File: src/rtl/core/ubldm_pkg.sv
// ubldm_pkg: shared types and constants of the byte-lane data memory.
// Depends on nothing; used by ubldm_addr_stage, ubldm_load_align and the top level.
`timescale 1ns / 1ps

package ubldm_pkg;

	localparam int unsigned NUM_LANES   = 4;
	localparam int unsigned LANE_W      = 8;
	localparam int unsigned DATA_W      = 32;
	localparam int unsigned ADDR_W      = 12;
	localparam int unsigned OFFSET_W    = 2;
	localparam int unsigned WORD_IDX_W  = ADDR_W - OFFSET_W;

	// operation codes
	localparam logic OP_LOAD  = 1'b0;
	localparam logic OP_STORE = 1'b1;

	// access size codes
	localparam logic [1:0] SIZE_BYTE = 2'd0;
	localparam logic [1:0] SIZE_HALF = 2'd1;
	localparam logic [1:0] SIZE_WORD = 2'd2;
	localparam logic [1:0] SIZE_RSVD = 2'd3;

	typedef logic [NUM_LANES-1:0][LANE_W-1:0] lane_bytes_t;

	// control of one access as it leaves the address stage
	typedef struct packed {
		logic                valid;
		logic                is_load;
		logic [OFFSET_W-1:0] offset;
		logic [1:0]          size;
		logic                zext;
	} acc_ctrl_t;

endpackage

File: src/rtl/core/ubldm_addr_stage.sv
// ubldm_addr_stage: input register of an access, per-lane entry index,
// store byte steering and lane write enables. Depends on ubldm_pkg.
`timescale 1ns / 1ps

module ubldm_addr_stage #(
	parameter int unsigned WORDS_PER_LANE = 1024,
	parameter int unsigned IDX_W          = 10
) (
	input  logic                                   clk,
	input  logic                                   arst_n,
	input  logic                                   accept,
	input  logic                                   operation,
	input  logic [ubldm_pkg::ADDR_W-1:0]           byte_address,
	input  logic [ubldm_pkg::DATA_W-1:0]           store_data,
	input  logic [1:0]                             access_size,
	input  logic                                   zero_extend,
	output logic [ubldm_pkg::NUM_LANES-1:0][IDX_W-1:0] lane_idx,
	output logic [ubldm_pkg::NUM_LANES-1:0]        lane_we,
	output ubldm_pkg::lane_bytes_t                 lane_wdata,
	output ubldm_pkg::acc_ctrl_t                   ctrl
);

	import ubldm_pkg::*;

	logic                  valid_s1;
	logic                  op_s1;
	logic [ADDR_W-1:0]     addr_s1;
	logic [DATA_W-1:0]     data_s1;
	logic [1:0]            size_s1;
	logic                  zext_s1;

	logic [WORD_IDX_W-1:0] word_s1;
	logic [OFFSET_W-1:0]   off_s1;
	logic [IDX_W-1:0]      idx_cur;
	logic [IDX_W-1:0]      idx_nxt;

	// beat capture
	always_ff @(posedge clk or negedge arst_n) begin
		if (!arst_n) begin
			valid_s1 <= 1'b0;
		end else begin
			valid_s1 <= accept;
		end
	end

	always_ff @(posedge clk) begin
		if (accept) begin
			op_s1   <= operation;
			addr_s1 <= byte_address;
			data_s1 <= store_data;
			size_s1 <= access_size;
			zext_s1 <= zero_extend;
		end
	end

	assign word_s1 = addr_s1[ADDR_W-1:OFFSET_W];
	assign off_s1  = addr_s1[OFFSET_W-1:0];

	// word index modulo lane depth
	generate
		if (WORDS_PER_LANE >= (2 ** WORD_IDX_W)) begin : g_no_fold
			assign idx_cur = IDX_W'(word_s1);
		end else begin : g_fold
			// quotient by reciprocal multiply, exact for all word indices
			localparam int unsigned SHIFT  = WORD_IDX_W + IDX_W;
			localparam int unsigned RECIP  = ((2 ** SHIFT) + WORDS_PER_LANE - 1)
				/ WORDS_PER_LANE;
			localparam int unsigned RECIP_W = WORD_IDX_W + 2;
			localparam int unsigned PROD_W  = WORD_IDX_W + RECIP_W;
			localparam logic [RECIP_W-1:0]    RECIP_C = RECIP_W'(RECIP);
			localparam logic [WORD_IDX_W-1:0] DEPTH_C = WORD_IDX_W'(WORDS_PER_LANE);

			logic [PROD_W-1:0]     prod;
			logic [WORD_IDX_W-1:0] quot;
			logic [WORD_IDX_W-1:0] rem;

			assign prod    = PROD_W'(word_s1) * PROD_W'(RECIP_C);
			assign quot    = WORD_IDX_W'(prod >> SHIFT);
			assign rem     = word_s1 - WORD_IDX_W'(quot * DEPTH_C);
			assign idx_cur = rem[IDX_W-1:0];
		end
	endgenerate

	// following word, wrapping at the last entry
	assign idx_nxt = (idx_cur == IDX_W'(WORDS_PER_LANE - 1)) ? '0 : idx_cur + 1'b1;

	// per-lane index, byte steering and enables
	always_comb begin
		logic [OFFSET_W-1:0] bpos;
		logic                en;
		for (int l = 0; l < NUM_LANES; l++) begin
			bpos = OFFSET_W'(l) - off_s1;
			lane_idx[l] = (OFFSET_W'(l) < off_s1) ? idx_nxt : idx_cur;
			lane_wdata[l] = data_s1[bpos*LANE_W +: LANE_W];
			en = (bpos == 2'd0)
				|| (bpos == 2'd1 && size_s1 != SIZE_BYTE)
				|| (size_s1 == SIZE_WORD) || (size_s1 == SIZE_RSVD);
			lane_we[l] = valid_s1 && (op_s1 == OP_STORE) && en;
		end
	end

	assign ctrl.valid   = valid_s1;
	assign ctrl.is_load = (op_s1 == OP_LOAD);
	assign ctrl.offset  = off_s1;
	assign ctrl.size    = size_s1;
	assign ctrl.zext    = zext_s1;

endmodule

File: config.mk
export PLATFORM = sky130hd
export DESIGN_NAME = ubldm_addr_stage
export DESIGN_NICKNAME = d
export VERILOG_FILES = /design/src/rtl/core/ubldm_pkg.sv /design/src/rtl/core/ubldm_addr_stage.sv
export SDC_FILE = /design/constraint.sdc
export NUM_CORES = 1
export LEC_CHECK = 0
export ABC_AREA = 1
export BUFFER_PORTS_ARGS = -buffer_cell sky130_fd_sc_hd__buf_2
export CAP_MARGIN = 20
export CORE_MARGIN = 1.5
export CORE_UTILIZATION = 48
export CTS_CLUSTER_SIZE = 12
export DETAILED_ROUTE_END_ITERATION = 10
export GPL_ROUTABILITY_DRIVEN = 0
export PLACE_DENSITY = 0.83
export SLEW_MARGIN = 40
export SYNTH_ARGS = -nofsm -noshare
export SYNTH_HDL_FRONTEND = slang
export SYNTH_SLANG_ARGS = --single-unit
File: constraint.sdc
create_clock -name clk -period 2.2 [get_ports clk]
set_input_delay 0 -clock clk [delete_from_list [all_inputs] [get_ports clk]]
set_output_delay 0 -clock clk [all_outputs]
set_load 0.02 [all_outputs]
[Word level (Yosys, flattened, before mapping)]
Cells that the tools add are included.
Word-level totals
  input port bits: 51
  memories kept: 0
  output and inout port bits: 83
  ROM bits: 0
  register bits after elaboration: 49
  bits in latches: 0
  logic and storage cells: 58
  RAM bits: 0
Operators by class
  shift-type cells: 4
  bitwise logic cells: 1
  multiply operators: 0
  equal/unequal tests: 7
  muxes and demuxes: 5
  add/sub/neg operators: 5
  divide/modulo/power cells: 0
  reductions and logical operators: 26
  order comparisons: 4
Operator list (number)
  $shiftx 32x6->8: 4
  $mux 10: 5
  $logic_or 1x1->1: 12
  $add 10x1->10 const B: 1
  $eq 10x10->1 const B: 1
  $logic_and 1x1->1: 9
  $eq 2x1->1 const B: 4
  $logic_not 2->1: 4
  $eq 2x2->1 const B: 2
  $lt 1x2->1 const A: 2
  $lt 2x2->1 const A: 2
  $sub 1x2->2 const A: 2
  $sub 2x2->2 const A: 2
  $reduce_bool 2->1: 1
  $not 1->1: 1

[Logic depth before layout (Yosys ltp)]
Gate-level depths: netlist (run 1).
  depth after elaboration: 7
  mapped depth: 7
  depth with buffers taken out: 7

[Worst setup path before layout (run 1)]
OpenSTA, ideal clock, no wires.
  path kind: reg-to-output
  start: reg addr_s1[1]
  end: out lane_wdata[5] (netlist name)
  stages on the path, launching flop included: 7
  arrival time: 2.064 ns
  path buffers: 3
  data required time: 2.200 ns
  path slack: 0.136 ns
  cells stage by stage: edfxtp_1 inv_1 buf_2 buf_2 ha_1 clkbuf_1 o21ai_0
RTL lines
  from (decl): RTL line ubldm_addr_stage.sv:27  | logic [ADDR_W-1:0] addr_s1;
  from (signal assigned): RTL line ubldm_addr_stage.sv:49  | addr_s1 <= byte_address;
  to (decl): RTL line ubldm_addr_stage.sv:19  | output ubldm_pkg::lane_bytes_t lane_wdata,

==> results of run 1 <==
## final cells by class
cell class	count	share of cell area, %
well taps	75	2.21
inverters	21	1.85
clock inverters	1	0.0883
clock buffers	6	1.71
repair buffers	190	29.0
flip-flops and latches	49	34.5
multi-input cells	248	30.7
## per-stage QoR
| step | util (%) | hold slack [ns] | power [mW] |
|---|---|---|---|
| final | 71.4 | 0.327 | 2.68 |
| after global routing | 71.4 | 0.367 | 2.82 |
| after CTS | 71.4 | 0.334 | 2.68 |
| after detailed placement | 61.7 | -0.224 | 2.14 |
| after global placement | 61.7 | -0.225 | 2.12 |
| after floorplan | - | -0.296 | 1.81 |
## power by group through the flow
stage	logic [mW]	registers [mW]	clock network (mW)
global placement	0.932	1.19	0
finish	1.03	1.17	0.481
floorplan	0.605	1.20	0
detailed placement	0.946	1.19	0
global route	1.12	1.18	0.523
CTS	1.02	1.17	0.495
## cells in the mapped netlist (all sizes together) (2+ instances only)
master	n	area, µm²
xnor2	2	17.5
ha	7	87.6
inv	21	78.8
nand2	107	412
nand4	6	37.5
clkbuf	7	26.3
nor2	21	101
o21ai	48	240
buf	12	96.3
edfxtp	48	1440
or2	6	37.5
nand3	16	80.1
a21oi	12	60.1
mux2i	18	180
nand3b	2	27.5
nor3	2	15.0
## worst min-delay path by stage
stage           start                     to  slack [ns]  cells after the start
2_1_floorplan  arst_n     valid_s1$_DFF_PN0_       -0.30                      0
3_3_place_gp   arst_n     valid_s1$_DFF_PN0_       -0.23                      1
3_5_place_dp   arst_n     valid_s1$_DFF_PN0_       -0.22                      1
4_1_cts        accept  data_s1[22]$_DFFE_PP_        0.33                      1
5_1_grt        accept  data_s1[13]$_DFFE_PP_        0.37                      1
6_report       accept  data_s1[10]$_DFFE_PP_        0.33                      1
## metal layers
metal  track usage [%]  up-vias  share of wire (%)
met5                 0        -                  0
met4              8.31        0                1.9
met3              4.44       19                6.8
met2              45.1      151                 51
met1              26.3     1393                 40
li1                  -     1494                  -
## kinds of logic (layout without fill, tap and decap cells)
family | Yosys count | count (layout)
simple gates | 160 | 160
compound gates | 60 | 60
flops | 49 | 49
buf+inv | 40 | 218
mux | 18 | 18
fa+ha+maj | 7 | 7
xor+xnor | 3 | 3
## timing repair
item / CTS / global route
hold endpoints to repair: 49 / 0
hold buffers: 50 / 0
endpoints found under the setup margin: 0 / 0
## critical path: stages, from the launching register on
cell and delay (ns):
edfxtp_1 0.36, buf_4 0.31, ha_1 0.40, inv_1 0.25, o21ai_0 0.20, buf_2 0.18
## sequential cells by signal, indices dropped and copies added (netlist names)
signal    flops
valid_s1      1
op_s1         1
addr_s1      12
zext_s1       1
data_s1      32
size_s1       2
==> results.sh, run 1 <==
export IMPL_outcome="completed"
export IMPL_dp_hpwl_mm=5.36
export IMPL_seqCellArea_um2=1470
export IMPL_cp_startpoint="addr_s1[1]$_DFFE_PP_"
export IMPL_worstMarginPinSlew_ns=0.753
export IMPL_crit_arrival_ns=1.99
export IMPL_ys_seq_area_share_pct=49.3
export IMPL_critPathRequiredTime_ns=2.20
export IMPL_firstDrtPassIters=4
export IMPL_num_antenna_cells=0
export IMPL_dp_cells=533
export IMPL_drc=0
export IMPL_drtAntennaViolNets=0
export IMPL_min_period_over_period_pct=90.6
export IMPL_p_seq_share_pct=43.7
export IMPL_via_count=3057
export IMPL_synth_edf_count=48
export IMPL_grt_pass1_wl_mm=12.2
export IMPL_synth_fa_ha_area_share_pct=2.95
export IMPL_setup_viol=0
export IMPL_clk_path_buf_depth=2
export IMPL_powerDensity_nw_per_um2=631
export IMPL_avgSynthCellArea_um2=8.82
export IMPL_finalHoldViolations=0
export IMPL_async_flop_share_pct=2.04
export IMPL_post_place_ws_ns=0.525
export IMPL_antenna_found_initial=0
export IMPL_die_h_um=81.7
export IMPL_max_freq_mhz=502
export IMPL_synth_top_family_by_area="simple AND/OR/NAND/NOR gates"
export IMPL_setup_tns_ns=0
export IMPL_grt_max_degree=36
export IMPL_path_max_fanout=28
export IMPL_post_cts_buffers=0
export IMPL_p_sw_share_pct=36.5
export IMPL_synth_ff_type="edfxtp_1"
export IMPL_most_common_layout_cells="buf_2 (133), nand2_1 (103), dlygate4sd3_1 (50), edfxtp_1 (48), o21ai_1 (30)"
export IMPL_synthMuxAreaShare_pct=6.06
export IMPL_htreeDepth=2
export IMPL_start_kind="flip-flop"
export IMPL_rows=28
export IMPL_synth_simple_gate_area_share_pct=23.9
export IMPL_drv_slew=0
export IMPL_area_delta_synth_final_pct=43.0
export IMPL_layout_commonest_cell="buf_2"
export IMPL_nFillCells=456
export IMPL_pwr_share_clk_pct=17.9
export IMPL_cts_tree="done"
export IMPL_portBuffers=133
export IMPL_pin_count=134
export IMPL_fin_ws_ns=0.207
export IMPL_critPathCapture="lane_idx[21]"
export IMPL_slew_limit_headroom_pct=49.8
export IMPL_placed_area_um2=3670
export IMPL_yosys_warnings=0
export IMPL_drt_wl_total_mm=7.99
export IMPL_start_util_pct=49.9
export IMPL_synth_seq_cells=49
export IMPL_rsz0062_at_grt="false"
export IMPL_yosysUniqueCellTypes=29
export IMPL_combPwrFrac_pct=38.4
export IMPL_drt_wirelength_per_cell_um=13.5
export IMPL_vias_per_cell=5.18
export IMPL_cts_root_buffer="clkbuf_8"
export IMPL_final_cells=590
export IMPL_synth_compound_gate_area_share_pct=10.1
export IMPL_multi_input_area_um2=1310
export IMPL_drtIter0Drc=171
export IMPL_cp_end_kind="output port"
export IMPL_die_x_um=81.7
export IMPL_internal_power_mw=1.70
export IMPL_peakVddDrop_v=0.000537
export IMPL_numCtsBuffers=5
export IMPL_synth_area_um2=2970
export IMPL_grt_pass1_vias=2837
export IMPL_drive_above_1_share_pct=31.5
export IMPL_p_sw_uw=979
export IMPL_grt_util_all_layers_pct=23.8
export IMPL_fin_nets=573
export IMPL_dieArea_um2=6670
export IMPL_ctsResizeCount=0
export IMPL_coreArea_um2=5960
export IMPL_power_leakage_nw=2.05
export IMPL_gr_total_overflow=0
export IMPL_cts_sinks=49
export IMPL_maxCapViolCount=0
export IMPL_period_minus_slack_ns=1.99
export IMPL_synth_xor_xnor_area_share_pct=0.884
export IMPL_synthCells=337
export IMPL_postLayoutCellArea_um2=4250
export IMPL_clkTransAtPathRegs_ns=0.08
export IMPL_crit_type="reg2out"
export IMPL_hp_class="in2reg"
export IMPL_syn_nets=395
No activity file was read; power rests on OpenSTA's default activity.
==> run 2, diff against run 1 <==
Settings changed: ABC_AREA 1 to not set, GPL_ROUTABILITY_DRIVEN 0 to not set.
==> run 2 against run 1 <==
  * Sequential power is essentially flat
  * Critical path type unchanged
  * Final area grew 3.2%
  * Setup slack lost 0.025 ns
==> results.sh, run 2 <==
export IMPL_yosys_area_top_type="edfxtp_1"
export IMPL_cts_sinks=49
export IMPL_rows=29
export IMPL_reg_top3="data_s1 (32), addr_s1 (12), size_s1 (2)"
export IMPL_num_antenna_cells=0
export IMPL_cts_root_buffer="clkbuf_8"
export IMPL_numCtsBuffers=5
export IMPL_max_freq_mhz=495
export IMPL_synth_edf_count=48
export IMPL_synth_most_common_cell="edfxtp_1"
export IMPL_drtIter0Drc=87
export IMPL_crit_arrival_ns=2.02
export IMPL_ys_seq_area_share_pct=47.5
export IMPL_die_h_um=83.2
export IMPL_vias_per_cell=5.71
export IMPL_area_delta_synth_final_pct=42.0
export IMPL_synthTopCellsByCount="edfxtp_1 (48), mux4_2 (32), nand2_1 (11), xnor2_1 (11), buf_2 (10)"
export IMPL_p_sw_uw=923
export IMPL_most_common_layout_cells="buf_2 (133), dlygate4sd3_1 (50), edfxtp_1 (48), mux4_2 (32)"
export IMPL_async_flop_share_pct=2.04
export IMPL_start_util_pct=49.2
export IMPL_period_minus_slack_ns=2.02
export IMPL_critPathRequiredTime_ns=2.20
export IMPL_path_max_fanout=14
export IMPL_via_count=2631
export IMPL_combPwrFrac_pct=35.2
export IMPL_setup_tns_ns=0
export IMPL_grt_pass1_vias=2541
export IMPL_synth_area_leaders="edfxtp_1 (47%), mux4_2 (23%), xnor2_1 (3.1%), ha_1 (2.8%), a31oi_1 (1.8%)"
export IMPL_hold_slack_ns=0.105
export IMPL_post_place_ws_ns=0.253
export IMPL_pin_count=134
export IMPL_dieArea_um2=6930
export IMPL_layout_commonest_cell="buf_2"
export IMPL_powerDensity_nw_per_um2=641
export IMPL_largest_register="data_s1"
export IMPL_grt_pass1_wl_mm=12.6
export IMPL_crit_type="reg2out"
export IMPL_gp_congestion=0.840
export IMPL_pwr_share_clk_pct=22.0
export IMPL_fin_nets=442
export IMPL_coreArea_um2=6280
export IMPL_slew_limit_headroom_pct=64.5
export IMPL_drc=0
export IMPL_yosys_warnings=0
export IMPL_drt_wl_total_mm=8.03
export IMPL_die_x_um=83.2
export IMPL_rsz0062_at_grt="false"
export IMPL_yosysUniqueCellTypes=41
export IMPL_htreeDepth=2
export IMPL_syn_nets=266
export IMPL_min_period_over_period_pct=91.7
export IMPL_clk_path_buf_depth=2
export IMPL_hp_class="in2reg"
export IMPL_final_util_pct=69.9
export IMPL_synthCells=208
export IMPL_power_leakage_nw=1.80
export IMPL_worstMarginPinSlew_ns=0.533
export IMPL_drive_above_1_share_pct=49.5
export IMPL_start_kind="flip-flop"
export IMPL_grt_util_all_layers_pct=23.0
export IMPL_dp_hpwl_mm=4.85
export IMPL_setup_viol=0
export IMPL_finalHoldViolations=0
export IMPL_avgSynthCellArea_um2=14.9
export IMPL_drtAntennaViolNets=0
export IMPL_grt_max_degree=37
export IMPL_largest_reg_flops=32
export IMPL_synth_area_um2=3090
export IMPL_antenna_found_initial=0
export IMPL_firstDrtPassIters=4
export IMPL_fin_ws_ns=0.182
export IMPL_cts_tree="done"
export IMPL_clkTransAtPathRegs_ns=0.08
export IMPL_outcome="completed"
export IMPL_p_seq_share_pct=42.8
export IMPL_drt_wirelength_per_cell_um=17.4
export IMPL_internal_power_mw=1.89
export IMPL_synth_ff_type="edfxtp_1"
export IMPL_cp_end_kind="output port"
export IMPL_synth_seq_cells=49
export IMPL_maxCapViolCount=0
export IMPL_p_sw_share_pct=32.8
export IMPL_drv_slew=0
export IMPL_synth_top_area_share_pct=46.7
export IMPL_gr_total_overflow=0
export IMPL_peakVddDrop_v=0.000607
export IMPL_portBuffers=133
-- run 2: cell count changes after synthesis, sizes merged, moves of 5 or more --
cell / previous run / this run
a21oi: 12 / 0
a31oi: 0 / 9
buf: 12 / 19
clkbuf: 7 / 2
inv: 21 / 6
mux2i: 18 / 0
mux4: 0 / 32
nand2: 107 / 11
nand3: 16 / 7
nor2: 21 / 7
o21ai: 48 / 1
or2: 6 / 1
xnor2: 2 / 11
-- run 2: through the flow --
step | total power, mW | instance area (µm²) | instances
2_1_floorplan | 1.83 | 3090 | 208
3_3_place_gp | 2.11 | 3770 | 404
3_5_place_dp | 2.12 | 3770 | 404
4_1_cts | 2.80 | 4380 | 461
5_1_grt | 2.92 | 4390 | 461
6_report | 2.81 | 4390 | 461
-- run 2: kinds of logic (layout without fill, tap and decap cells) --
logic type | Yosys count | in the layout | synth area share [%]
buf+inv | 28 | 204 | 5.43
compound gates | 29 | 29 | 7.29
flops | 49 | 49 | 47.5
fa+ha+maj | 7 | 7 | 2.84
mux | 34 | 34 | 24.1
simple gates | 49 | 49 | 9.52
xor+xnor | 12 | 12 | 3.40
-- run 2: area by class of cell --
class / instances / area [µm²]
clock buffers: 5 / 68.8
well taps: 77 / 96.3
multi-input cells: 131 / 1460
inverters: 7 / 26.3
flip-flops and latches: 49 / 1470
repair buffers: 190 / 1230
fillers: 439 / 1890
clock inverters: 2 / 35.0
-- run 2: path summary, 6_finish.rpt --
check | startpoint | endpoint | slack (ns) | depth (start not counted)
worst max-delay path | addr_s1[5]$_DFFE_PP_ | lane_idx[20] | 0.18 | 4
worst min-delay path | accept | valid_s1$_DFF_PN0_ | 0.10 | 1
max in group asynchronous | arst_n | valid_s1$_DFF_PN0_ | 1.57 | 3
min in group asynchronous | arst_n | valid_s1$_DFF_PN0_ | 0.53 | 3
-- run 2: power by group through the flow --
| stage | Sequential, mW | Combinational, mW | Clock, mW |
|---|---|---|---|
| floorplan | 1.21 | 0.624 | 0 |
| global placement | 1.21 | 0.900 | 0 |
| detailed placement | 1.22 | 0.907 | 0 |
| CTS | 1.20 | 0.982 | 0.623 |
| global route | 1.22 | 1.05 | 0.651 |
| finish | 1.20 | 0.992 | 0.618 |
-- run 2: routing by layer --
metal  track usage, %  vias up  part of all wire [%]
met5                0        -                     0
met2             42.6      134                    54
li1                 -     1197                     -
met3             5.07        9                   8.0
met4             5.15        0                  0.93
met1             27.2     1291                    37
-- run 2: worst max-delay path, stage by stage, from the launching register on --
cell and delay, ns:
edfxtp_1 0.68, and4_4 0.41, a41oi_1 0.16, mux2_2 0.30, buf_2 0.16
-- run 2: what timing repair did --
item	CTS	global route
endpoints found under the hold margin	49	0
endpoints found under the setup margin	5	9
hold buffers	50	0
setup buffers	0	0
gates resized for setup	1	2
pin swaps	0	0
