## src/rtl/core/ubldm_pkg.sv

```systemverilog
// ubldm_pkg: shared types and constants of the byte-lane data memory.
// Depends on nothing; used by ubldm_addr_stage, ubldm_load_align and the top level.
`timescale 1ns / 1ps

package ubldm_pkg;

	localparam int unsigned NUM_LANES   = 4;
	localparam int unsigned LANE_W      = 8;
	localparam int unsigned DATA_W      = 32;
	localparam int unsigned ADDR_W      = 12;
	localparam int unsigned OFFSET_W    = 2;
	localparam int unsigned WORD_IDX_W  = ADDR_W - OFFSET_W;

	// operation codes
	localparam logic OP_LOAD  = 1'b0;
	localparam logic OP_STORE = 1'b1;

	// access size codes
	localparam logic [1:0] SIZE_BYTE = 2'd0;
	localparam logic [1:0] SIZE_HALF = 2'd1;
	localparam logic [1:0] SIZE_WORD = 2'd2;
	localparam logic [1:0] SIZE_RSVD = 2'd3;

	typedef logic [NUM_LANES-1:0][LANE_W-1:0] lane_bytes_t;

	// control of one access as it leaves the address stage
	typedef struct packed {
		logic                valid;
		logic                is_load;
		logic [OFFSET_W-1:0] offset;
		logic [1:0]          size;
		logic                zext;
	} acc_ctrl_t;

endpackage

```

## src/rtl/core/ubldm_load_align.sv

```systemverilog
// ubldm_load_align: rotates lane read data into the loaded word, extends it
// and holds the result register. Depends on ubldm_pkg.
`timescale 1ns / 1ps

module ubldm_load_align (
	input  logic                         clk,
	input  logic                         arst_n,
	input  ubldm_pkg::acc_ctrl_t         ctrl,
	input  ubldm_pkg::lane_bytes_t       rd,
	output logic                         valid,
	output logic [ubldm_pkg::DATA_W-1:0] load_data
);

	import ubldm_pkg::*;

	acc_ctrl_t          ctrl_s2;
	logic [DATA_W-1:0]  word;
	logic [DATA_W-1:0]  ext;
	logic               valid_q;
	logic [DATA_W-1:0]  load_data_q;

	// control is registered in step with the lane read register
	always_ff @(posedge clk or negedge arst_n) begin
		if (!arst_n) begin
			ctrl_s2 <= '0;
		end else begin
			ctrl_s2 <= ctrl;
		end
	end

	// byte i comes from lane (offset + i) mod 4
	always_comb begin
		logic [OFFSET_W-1:0] sel;
		for (int i = 0; i < NUM_LANES; i++) begin
			sel = ctrl_s2.offset + OFFSET_W'(i);
			word[i*LANE_W +: LANE_W] = rd[sel];
		end
	end

	// size and extension
	always_comb begin
		case (ctrl_s2.size)
			SIZE_BYTE: ext = {{24{word[7] & ~ctrl_s2.zext}}, word[7:0]};
			SIZE_HALF: ext = {{16{word[15] & ~ctrl_s2.zext}}, word[15:0]};
			SIZE_WORD: ext = word;
			default:   ext = '0;
		endcase
	end

	// result register; stores report zero
	always_ff @(posedge clk or negedge arst_n) begin
		if (!arst_n) begin
			valid_q <= 1'b0;
		end else begin
			valid_q <= ctrl_s2.valid;
		end
	end

	always_ff @(posedge clk) begin
		load_data_q <= ctrl_s2.is_load ? ext : '0;
	end

	assign valid     = valid_q;
	assign load_data = load_data_q;

endmodule

```

## config.mk

```make
export PLATFORM = sky130hd
export DESIGN_NAME = ubldm_load_align
export DESIGN_NICKNAME = d
export VERILOG_FILES = /design/src/rtl/core/ubldm_pkg.sv /design/src/rtl/core/ubldm_load_align.sv
export SDC_FILE = /design/constraint.sdc
export NUM_CORES = 1
export LEC_CHECK = 0
export BUFFER_PORTS_ARGS = -buffer_cell sky130_fd_sc_hd__buf_2
export CORE_MARGIN = 5
export CORE_UTILIZATION = 25
export DETAILED_ROUTE_END_ITERATION = 16
export PLACE_DENSITY = 0.45
export SETUP_SLACK_MARGIN = 0.15
export SYNTH_ARGS = -nofsm -noshare
export SYNTH_HDL_FRONTEND = slang
export SYNTH_SLANG_ARGS = --single-unit
```

## constraint.sdc

```tcl
create_clock -name clk -period 2.1 [get_ports clk]
set_input_delay 0.105 -clock clk [delete_from_list [all_inputs] [get_ports clk]]
set_output_delay 0.105 -clock clk [all_outputs]
set_load 0.005 [all_outputs]
```

Yosys cells after proc, flatten, opt, wreduce, memory -nomap -nowiden
Index checks and enable logic that the tools add are counted.
Widths: inputs -> output; s select.

word-level totals
  register bits = 40
  input port bits = 41
  logic and storage cells = 29

cells by class
  add/subtract/negate cells = 3
  magnitude comparators = 4
  eq/ne operators = 2
  multiplexer cells = 9
  bitwise operators = 3
  reductions and logical operators = 1

operators with widths
  cell                 count
  $pmux 32 s3          1
  $bmux 8 s2           4
  $mux 8               4
  $lt 2x3->1 const B   4
  $add 2x2->2 const B  2
  $add 2x1->2 const B  1
  $and 1x1->1          2
  $eq 2x1->1 const B   1
  $eq 2x2->1 const B   1
  $logic_not 2->1      1
  $not 1->1            1

Logic depth before layout (Yosys ltp)
Gate-level depths: netlist (run 1).

  depth in word-level cells = 5
  depth in mapped cells = 6
  gate-level depth less buffers = 3

Worst setup path before layout (run 1)
No wires, ideal clock.

  path type = register to register
  from = register ctrl_s2[4] in the netlist's numbering
  to = register load_data_q[21], in the netlist load_data[21]
  library setup time = 127 ps
  arrival = 1352 ps
  slack = 621 ps
  cell stages (with the launch flop) = 6
  period minus slack after synthesis = 1479 ps
  cells stage by stage = dfrtp_1 > buf_6 > mux2_4 > a32oi_4 > buf_8 > a31oi_2

on the way
  cells in the longest elaborated chain, start to end = 5

ends and longest elaborated chain
  what                          line                    text
  start, declared               ubldm_load_align.sv:16  acc_ctrl_t ctrl_s2;
  start signal, assigned        ubldm_load_align.sv:27  ctrl_s2 <= ctrl;
  $add 2x1->2                   ubldm_load_align.sv:35  sel = ctrl_s2.offset + OFFSET_W'(i);
  $bmux 8 s2                    ubldm_load_align.sv:36  word[i*LANE_W +: LANE_W] = rd[sel];
  $mux 8 (not written as such)  ubldm_load_align.sv:36
  $and 1x1->1                   ubldm_load_align.sv:44  SIZE_HALF: ext = {{16{word[15] & ~ctrl_s2.zext}}, word[15:0]};
  $pmux 32 s3 *                 ubldm_load_align.sv:42  case (ctrl_s2.size)
  end signal, assigned          ubldm_load_align.sv:60  load_data_q <= ctrl_s2.is_load ? ext : '0;
  end, declared                 ubldm_load_align.sv:20  logic [DATA_W-1:0] load_data_q;

Mark *: on every way between the ends. The rest lies on a longest branch, timed or not. The select of a mux whose other input is x is not followed.
A chain may end at the register's enable or synchronous reset.

Worst setup path in the final report (run 1)
  from = register ctrl_s2[4] in the netlist's numbering
  to = register load_data_q[24], in the netlist load_data[24]

The elaborated chain is that of the path after synthesis.

==> results summary, run 1 <==
The area growth from synthesis to layout came out at 29.1%. The H-tree depth reported by CTS came out at 2. The share of total power consumed by net switching came out at 0.274. The critical path in this run is classified as reg2reg. The number of antenna violations at the first check in global routing came to 0. The synthesis warning total came out at 0. The highest attainable clock frequency is approximately 580 MHz.

The root buffer cell chosen for the clock tree is sky130_fd_sc_hd__clkbuf_8. Dividing the final minimum period by the clock period gives 0.824. The maximum fanout count along the critical path is 24. Entering global routing, the biggest net connects 34 pins. The wire length per cell came out at 17.0 um.

The worst-case IR drop observed on VDD is about 0.22 mV. The required arrival time at the worst endpoint is 2.27 ns. The critical path launch point type is a flop. After the last flow step, the layout net total stands at 279. The first routing iteration left 59 violations. The overall die area came out at roughly 11000 um2. TritonCTS built the clock tree. The placer's final routability congestion estimate came out at 0.757.

The final critical-path required period came out at between 1.5 and 2 ns. The I/O pin count came out at 74. The routed layout has 1622 vias. The clock sink count came out at 40. The power per unit of standard cell area is about 630 nW/um2.

When the netlist entered floorplanning its net count stood at 197. The die is 103 um tall. Averaged over all synthesized cells, the footprint is 13.9 um2. The tool flagged a number of max-cap violations equal to 0.

The internal power of the cells came out at roughly 1.3 mW. The placed wire-length estimate after detailed placement is 4400 um. The worst slew margin relative to its limit is 0.693. Setup repair after global routing left no endpoint under its margin. The clock passes through at most 2 buffers. The transition time of the tightest slew-check pin came out at 0.460 ns. The clock latency on the worst-skew pair came out at about 0.30 ns. The number of diodes came out at 0. The number of hold-slack violations in the final timing report came to 0. The fraction of layout cells with a size suffix above 1 came out at 0.565. The share of synthesized area in the top cell type comes to 0.302. The combinational fraction of design power came out at 0.209.

After synthesis, the cell types taking the most area are sky130_fd_sc_hd__mux4_2 30%, sky130_fd_sc_hd__dfxtp_1 30%, sky130_fd_sc_hd__dfrtp_1 9.2%. The worst slack at placement is 0.366 ns. The number of vias per cell after detailed routing came out at 4.67. After detailed routing, the number of remaining DRC violations is 0. The worst clock skew on the final layout came out at between 0.004 and 0.005 ns.

The overall track demand over capacity in global routing came out at 0.112. The via count of the first global-routing pass is 1630. The standard-cell row count came out at 34. Counting the fill cells in the layout gives approximately 910.

In this run the remaining antenna-violating nets after routing total 0. The library cell used most frequently in the layout, excluding fill and tap cells, is sky130_fd_sc_hd__buf_2. In this run the standard cell core region covers ~8600 um2. The number of setup violations in the final report is 0. The worst setup slack after layout came out at 0.369 ns. STA classifies the critical path endpoint as a flop. The synthesized instance count is 156.

Post-CTS timing repair inserted 0 buffers for setup. The most area-hungry cell type in the Yosys netlist is sky130_fd_sc_hd__mux4_2. In the layout the commonest cells are 73 x sky130_fd_sc_hd__buf_2, 32 x sky130_fd_sc_hd__dfxtp_1, 29 x sky130_fd_sc_hd__mux4_2. For this run, the detailed router's first-pass iteration total came to 4. The starting density of the core is 0.252. The sequential share of power came out at 0.470.

The horizontal extent of the die is between 100 and 150 um. The leakage power of the design came out at roughly 1.2 nW. The data arrival time of the critical path is 1.90 ns.

In this run, distinct cell masters in the synthesized netlist total 28. The port buffer count came out at 73. The tightest hold path in the finished design has a slack of 0.171 ns.

The run finished with clean final reports. After routing, the total negative slack on setup checks comes to 0 ns. The number of max-slew violations in the final report was 0.

Of the total power, the clock network draws 0.320. The setup check on the worst reg-to-reg path leaves a slack of 0.37 ns. The clock-pin slew of the registers on the worst-case setup and hold paths came out at about 0.09 ns. The summed instance area of the synthesized netlist is around 2200 um2. The class of the most critical hold timing path is in2async. The first global-routing pass estimated about 9000 um of wire. The sequential cell area fraction in the yosys report came out at 0.388. The total length of routed wires is a little under 6000 um. The TritonCTS buffer count is 5. Summed over all layers, the global routing overflow is 0. Synthesis inferred 40 register bits. For this design the total switching power over the nets is 0.481 mW.
-- flip-flops by register name (all words and copies together) (netlist names) --
register,cells
ctrl_s2,7
load_data,32
valid,1
-- Yosys cell counts --
master / n
sky130_fd_sc_hd__a31oi_2: 10
sky130_fd_sc_hd__mux4_2: 29
sky130_fd_sc_hd__buf_2: 2
sky130_fd_sc_hd__nor2_1: 1
sky130_fd_sc_hd__inv_1: 7
sky130_fd_sc_hd__nor2b_1: 2
sky130_fd_sc_hd__buf_8: 1
sky130_fd_sc_hd__nor4_2: 1
sky130_fd_sc_hd__and3_1: 8
sky130_fd_sc_hd__a31oi_1: 6
sky130_fd_sc_hd__buf_6: 6
sky130_fd_sc_hd__nand3_2: 1
sky130_fd_sc_hd__o21ai_1: 1
sky130_fd_sc_hd__nand4b_2: 1
sky130_fd_sc_hd__nand2_1: 18
sky130_fd_sc_hd__mux2_4: 1
sky130_fd_sc_hd__and2_1: 1
sky130_fd_sc_hd__a32oi_4: 1
sky130_fd_sc_hd__dfrtp_1: 8
sky130_fd_sc_hd__mux2_1: 1
sky130_fd_sc_hd__mux2i_1: 1
sky130_fd_sc_hd__buf_4: 3
sky130_fd_sc_hd__dfxtp_1: 32
sky130_fd_sc_hd__mux4_1: 2
sky130_fd_sc_hd__clkbuf_1: 2
sky130_fd_sc_hd__o21ai_0: 8
sky130_fd_sc_hd__xor2_1: 1
sky130_fd_sc_hd__mux2_2: 1
-- per-stage QoR --
stage,cell area (um2),total power [mW],util,std cells
after detailed placement,2620,1.20,0.304,331
after floorplan,2160,1.07,-,156
after CTS,2790,1.78,0.325,347
final,2790,1.76,0.325,347
after global routing,2790,1.86,0.325,347
after global placement,2620,1.20,0.304,331
-- worst max-delay path, cell delays in order, from the launching register on --
cell and delay (ns):
sky130_fd_sc_hd__dfrtp_1 0.46, sky130_fd_sc_hd__buf_4 0.38, sky130_fd_sc_hd__mux4_1 0.59, sky130_fd_sc_hd__nand2_1 0.09, sky130_fd_sc_hd__a31oi_2 0.08
-- final timing paths --
kind	start	to	cells after the start
max in group asynchronous	arst_n	ctrl_s2[3]	2
hold reg to reg	ctrl_s2[6]	valid	0
setup / recovery	ctrl_s2[4]	load_data[24]	4
setup reg to reg	ctrl_s2[4]	load_data[24]	4
hold / removal	arst_n	ctrl_s2[6]	2
min in group clk	rd[29]	load_data[5]	3
-- cell type report --
cell class | count | area (um2) | share of cell area
inverters | 7 | 26.3 | 0.00940
flip-flops and latches | 40 | 842 | 0.301
repair buffers | 89 | 518 | 0.185
well taps | 108 | 135 | 0.0484
clock inverters | 2 | 15.0 | 0.00537
multi-input cells | 95 | 1170 | 0.421
clock buffers | 6 | 82.6 | 0.0296
-- power by group through the flow --
stage | registers [mW] | logic, mW | clock network, mW
after floorplan | 0.845 | 0.221 | 0
after global placement | 0.844 | 0.356 | 0
after detailed placement | 0.843 | 0.359 | 0
after CTS | 0.827 | 0.373 | 0.584
after global routing | 0.831 | 0.403 | 0.623
final | 0.825 | 0.368 | 0.562
-- cells by family (layout without fill, tap and decap cells) --
logic type,after synthesis,in the layout,synth area share
XOR/XNOR,1,1,0.00405
buffers and inverters,21,104,0.0688
multiplexers,35,35,0.348
flip-flops,40,40,0.388
AO/OA/AOI/OAI,26,26,0.109
AND/OR/NAND/NOR,33,33,0.0821
-- routing by layer --
metal  global-route usage  routed length [um]
met1                0.153                2570
met2                0.168                2770
met3               0.0386                 455
met4               0.0359                  85
met5                    0                   0
-- what timing repair did --
item / CTS / global route
endpoints found under the hold margin: 15 / 0
resized for setup: 0 / 0
hold buffers: 8 / 0
Note: power is estimated with default switching activity, not from simulation.
==> run 2, diff against run 1 <==
- ABC_AREA: not set -> 1
- PLACE_DENSITY: 0.45 -> 0.46
- clock period: 2.1 -> 1.5 ns (I/O delays scaled with it)
==> run 2 against run 1 <==
Compared with the run above:
- setup slack worse by 0.30 ns
- utilization is 6.2 points higher
- final area is 22% higher
- final cell count is 62% higher
- synthesized cell count is 130% higher
- global-route usage is 2.9 points higher
- sequential power is 42% higher
==> results summary, run 2 <==
The setup slack on the worst flop-to-flop path is 0.07 ns. The completed layout was analyzed and its total power is 2.69 mW. At the worst endpoint, the arrival time is about 1.6 ns. The detailed-router iteration count before antenna repair is 4. The number of antenna violations at the first check in global routing came to 0.

The via count of the first global-routing pass is around 2500. The remaining design rule violation count came out at 0. Of all cell types, the one taking the most synthesized area is sky130_fd_sc_hd__dfxtp_1. The number of max-cap violations is 0. The port buffer count came out at 73. The fraction of layout cells with a size suffix above 1 is 0.385.

The clock tree root buffer cell is sky130_fd_sc_hd__clkbuf_8. After detailed routing, the average wire length per cell comes to around 14 um. In this run the worst setup path begins at ctrl_s2[3]. Of the synthesized area, sequential elements account for 0.369. The number of antenna diodes in the final layout is 0. The TritonCTS buffer count is 5. The area share of the largest cell type after synthesis is 0.281. For this run, the leading register cell type out of synthesis is sky130_fd_sc_hd__dfxtp_1. The synthesized instance count is between 300 and 400.

The clock tree from TritonCTS is built. VDD sags by at most 0.314 mV. The count of filler cells inserted in the layout came out at roughly 920.

The cell depth of the worst flop-to-flop path came out at 7. The synthesis warning total is 0. Ranked by instance count, the synthesized netlist is headed by 143 x sky130_fd_sc_hd__nand2_1, 57 x sky130_fd_sc_hd__nand3_1, 50 x sky130_fd_sc_hd__inv_1. The maximum number of pins on one net before global-route repair is 18. The I/O pin count came out at 74. The critical path is of the reg2reg type. The flip-flop and latch count after synthesis is 40. The worst slew margin relative to its limit came out at 0.785. Dividing total power by cell area gives a power density of 790 nW/um2. The net count of the mapped netlist is 397. The standard-cell row count came out at 34. The final instance area is around 3400 um2.

The most critical setup path has its endpoint at load_data[24]. The clock latency on the worst-skew pair is 0.30 ns. Ranked by total cell area, the synthesized netlist is headed by sky130_fd_sc_hd__dfxtp_1 28%, sky130_fd_sc_hd__nand2_1 24%, sky130_fd_sc_hd__nand3_1 13%.

The H-tree depth reported by CTS is 2. In this run the cell area measured after placement is 2780 um2. The number of hold-slack violations in the final timing report came out at 0. The highest attainable clock frequency came out at 701 MHz. The wire length of the first global-routing pass came out at 12600 um. The worst setup path is launched from a flop. The share of flip-flops with an asynchronous set or reset is 0.200. Summed over all layers, the global routing overflow is 0. The starting density of the core is 0.259.

In this run the critical register-to-register path is launched from ctrl_s2[3]. The worst clock skew on the final layout came out at 0.00736 ns. The run finished with clean final reports. The count of antenna-violating nets left after detailed routing is 0. In this run the critical register-to-register path is captured at load_data[24]. The floorplan step defined a die boundary enclosing approximately 11000 um2.

The placeable core region is 8810 um2. Setup violations remaining at the end of the flow were counted as 0. The maximum count of clock buffers along a single path is 2. The number of max-slew violations in the final report came to 0. The summed instance area of the synthesized netlist is 2280 um2. The initial DRC count is approximately 120.

The total length of routed wires came out at 7860 um. After clock tree synthesis, the clock-pin slew on the worst setup and hold paths is 0.08 ns. The library cell used most frequently in the layout, excluding fill and tap cells, is sky130_fd_sc_hd__nand2_1. The number of flip-flops in the largest register is 32. STA classifies the critical path endpoint as a flop.

The area growth from synthesis to layout came out at 49.5%. The floorplan step set the die height to around 110 um. The overall track demand over capacity in global routing came out at 0.141. The mean cell area of the mapped netlist came out at between 6 and 7 um2. The maximum fanout count along the critical path came out at 7. CTS saw 40 sinks. The number of vias in the routed layout is 2500. The transition time of the tightest slew-check pin is roughly 0.32 ns. The placed wire-length estimate after detailed placement came out at approximately 5200 um.

The horizontal extent of the die is 106 um. The leakage power of the design came out at 1.96 nW. Of the available clock period, the critical path in the final layout requires 0.951. Counting flops with a built-in enable in the synthesized netlist gives 0. The worst hold path belongs to the class in2async. The count of distinct cell types in the synthesized netlist came out at 18. The placer's final routability congestion estimate came out at 0.765. In the routed layout, each cell is associated on average with a via count of ~4.4. Leaving out fill and tap cells, the most frequent cells in the layout are 119 x sky130_fd_sc_hd__nand2_1, 73 x sky130_fd_sc_hd__buf_2, 50 x sky130_fd_sc_hd__inv_1.

Among all cell types in the netlist, the one instantiated most often is sky130_fd_sc_hd__nand2_1. Subtracting the final worst setup slack from the clock period gives 1.43 ns. Setup repair after global routing could not meet its margin everywhere. The final net count came out at 495. The required arrival time at the worst endpoint is 1.70 ns.
## run 2: kinds of logic (layout without fill, tap and decap cells)
logic type             after synthesis  count (layout)  synth area share
AO/OA/AOI/OAI                       10              10            0.0219
buffers and inverters               71             166             0.154
flip-flops                          40              40             0.369
AND/OR/NAND/NOR                    235             239             0.455
## run 2: how the worst min path moves through the flow
stage                start          to  slack (ns)  cells after the start
detailed placement  arst_n  ctrl_s2[0]       -0.07                      1
finish              arst_n       valid        0.14                      2
global route        arst_n  ctrl_s2[0]        0.16                      2
floorplan           arst_n  ctrl_s2[0]       -0.22                      0
global placement    arst_n  ctrl_s2[0]       -0.07                      1
CTS                 arst_n       valid        0.14                      2
## run 2: stage by stage
stage	cells	hold slack (ns)	utilization	setup WS [ns]	setup TNS, ns
floorplan	356	-0.221	-	0.215	0
global placement	531	-0.0708	0.315	0.0353	0
detailed placement	531	-0.0709	0.315	-0.000641	-0.000641
CTS	561	0.140	0.371	0.126	0
global route	563	0.158	0.387	-0.0279	-0.111
finish	563	0.139	0.387	0.0729	0
## run 2: what timing repair did
item,CTS,global route
buffers inserted,9,0
setup endpoints to repair,24,26
pin swaps,10,14
resized for setup,37,34
hold buffers,8,0
cloned,5,2
hold endpoints to repair,15,0
## run 2: layout make-up
type                            count  area, um2  area share
Multi-Input combinational cell    249       1370       0.403
Sequential cell                    40        843       0.247
Timing Repair Buffer              105        749       0.220
Inverter                           52        205      0.0602
Tap cell                          108        135      0.0396
Clock buffer                        6       82.6      0.0242
Clock inverter                      2       15.0     0.00440
Timing Repair inverter              1       6.26     0.00183
## run 2: critical path, stage by stage (launching register included)
cell                      delay [ns]
sky130_fd_sc_hd__dfrtp_2        0.56
sky130_fd_sc_hd__inv_4          0.12
sky130_fd_sc_hd__nand2_4        0.09
sky130_fd_sc_hd__nand3_4        0.15
sky130_fd_sc_hd__nand3_4        0.21
sky130_fd_sc_hd__nand3_2        0.09
sky130_fd_sc_hd__nand2_1        0.08
sky130_fd_sc_hd__inv_1          0.04
## run 2: where the power goes
group / internal (mW) / total [mW] / switching (mW) / leakage, nW
clock: 0.373 / 0.786 / 0.413 / 0.0434
combinational: 0.325 / 0.743 / 0.417 / 1.56
sequential: 1.14 / 1.17 / 0.0303 / 0.355
## run 2: metal layers
layer	routed length, um	track usage
met5	0	0
met1	3510	0.185
met2	3820	0.240
met3	471	0.0281
met4	63	0.0333
==> run 3, diff against run 2 <==
- ABC_AREA: 1 -> not set
- clock period: 1.5 -> 1.3 ns (I/O delays scaled with it)
==> run 3 against run 2 <==
Compared with the run above:
- the flow now finishes with violations (setup timing)
- clock power rose by 44%
- sequential share of layout area rose by 2.1 points
- setup slack got worse by 0.30 ns
- largest cell class unchanged
==> results summary, run 3 (synthesis results as in run 1) <==
The flow ran to the end, but the final reports show violations. The checks that failed: setup timing. Of the total power, the clock network draws 0.356. The min-delay analysis places its worst path in the category in2async.

The standard cell area after detailed placement is 2760 um2. The post-layout instance count excluding filler cells came out at 369. The standard-cell row count came out at 34. The wire length per cell is 16.2 um. Buffers placed on the I/O ports in this run total 73. The number of vias per cell after detailed routing is 4.63.

The vertical extent of the die came out at about 100 um. The number of max-slew violations in the final report came out at 0. The maximum fanout count along the critical path came out at 7.

The final net count came out at about 300. The final instance area is 3150 um2. The most common cell after layout, fill and taps aside is sky130_fd_sc_hd__buf_2.

The data arrival time of the critical path came out at 1.71 ns. The critical path launch point type is a flop. The clock latency on the worst-skew pair came out at 0.29 ns. After floorplanning, the core was sized to cover 8590 um2.

The required arrival time at the worst endpoint is about 1.5 ns. For the pin with the worst max-slew slack, the measured transition is 0.328 ns. The placer's final routability congestion estimate is about 0.73. The wire length of the first global-routing pass is 9210 um. The combinational fraction of design power came out at 0.224. The overall die area came out at 10600 um2. The via count of the first global-routing pass came to 1755.

The area growth from synthesis to layout came out at 45.3%. The total power after layout came out at 3.18 mW. The final setup TNS is -5.52 ns.

The clock tree root buffer cell is sky130_fd_sc_hd__clkbuf_8. The number of flip-flops in the largest register came out at 32. The worst setup slack after layout came out at -0.225 ns. The remaining design rule violation count is 0.

Static timing analysis puts the maximum clock frequency at 656 MHz. Of the total power, registers draw 0.420. The final critical-path required period came out at around 1.5 ns. The number of diodes is 0.

The top cell types in the final layout, fill and taps aside, are 73 x sky130_fd_sc_hd__buf_2, 32 x sky130_fd_sc_hd__dfxtp_1, 31 x sky130_fd_sc_hd__mux4_2. Of the total power, the share spent switching nets is 0.246. The starting density of the core came out at 0.252.

The number of max-cap violations is 0. Across all layers, the routed design uses 1707 vias. The clock tree from TritonCTS is built. The horizontal extent of the die came out at 103 um. Setup repair after global routing could not meet its margin everywhere. The maximum number of pins on one net before global-route repair is 22. The TritonCTS buffer count came out at 5. Across the VDD grid, the largest voltage drop is 0.517 mV.

Wires add up to 5960 um. The total global routing overflow came out at 0. The worst setup path is of the reg2reg kind. The worst clock skew on the final layout is 0.00520 ns. Internal power comes to 2.40 mW. The clock sink count is 40. Prior to clock tree synthesis, the placed netlist has a worst setup slack of -0.343 ns. The overall track demand over capacity in global routing is 0.115. Clock-pin slew was measured on the worst setup and hold paths at 0.08 ns.

The number of setup violations in the final report is 32. The H-tree depth reported by CTS came out at 2. The maximum count of clock buffers along a single path came out at 2. The number of antenna violations at the first check in global routing is 0. The detailed-router iteration count before antenna repair is 4. Summed over all cells, the static leakage comes to 1.37 nW.

The number of hold-slack violations in the final timing report is 0. The initial DRC count is 125. The worst pin sits at a relative slew slack of 0.779.

In the final layout, the share of cells above drive strength 1 is 0.655. Power spread over the standard cell area amounts to 1010 nW/um2. The placed wire-length estimate after detailed placement is 4540 um. The I/O pin count is between 70 and 80. The count of antenna-violating nets left after detailed routing came out at 0. The placed cell count came out at 345. STA classifies the critical path endpoint as a flop. The power spent charging and discharging nets came out at roughly 0.78 mW. The share of the clock period used by the worst path after layout came out at 1.17.
run 3: power groups by stage:
stage | logic [mW] | registers [mW] | clock network [mW]
after floorplan | 0.365 | 1.36 | 0
after global placement | 0.620 | 1.36 | 0
after detailed placement | 0.623 | 1.36 | 0
after CTS | 0.691 | 1.34 | 1.17
after global routing | 0.771 | 1.34 | 1.20
final | 0.711 | 1.33 | 1.13
run 3: area by class of cell:
type	instances	area, um2
repair buffers	111	777
flip-flops and latches	40	843
clock buffers	7	96.3
fillers	868	5450
well taps	108	135
multi-input cells	95	1240
clock inverters	1	30.0
inverters	7	26.3
run 3: per-layer routing:
layer  GRT usage  routed length (um)
met1       0.156                2740
met3      0.0277                 282
met2       0.185                2870
met5           0                   0
met4      0.0329                  64
run 3: worst max-delay path, stage by stage (launching register included):
cell	delay (ns)
sky130_fd_sc_hd__dfrtp_2	0.49
sky130_fd_sc_hd__buf_4	0.15
sky130_fd_sc_hd__buf_8	0.12
sky130_fd_sc_hd__mux4_2	0.49
sky130_fd_sc_hd__and3_1	0.17
run 3: path summary, 6_finish.rpt:
kind / from / to / slack, ns / cells past startpoint
min: arst_n / ctrl_s2[5] / 0.12 / 2
max: ctrl_s2[4] / load_data[2] / -0.23 / 4
min reg2reg: ctrl_s2[6] / valid / 0.35 / 0
min in group clk: rd[25] / load_data[1] / 0.27 / 3
max reg2reg: ctrl_s2[4] / load_data[2] / -0.23 / 4
max in group asynchronous: arst_n / ctrl_s2[4] / 1.01 / 2
run 3: repair_timing:
item                                    in CTS  in global routing
pin swaps                                   10                  3
hold buffers                                 8                  0
setup buffers                                3                  4
endpoints found under the setup margin      32                 32
endpoints found under the hold margin       15                  0
gates cloned                                 1                  0
resized for setup                           21                 11
run 3: stage by stage:
step	hold WS, ns	utilization
2_1_floorplan	-0.231	-
3_3_place_gp	-0.0875	0.321
3_5_place_dp	-0.0890	0.321
4_1_cts	0.119	0.357
5_1_grt	0.147	0.366
6_report	0.124	0.366
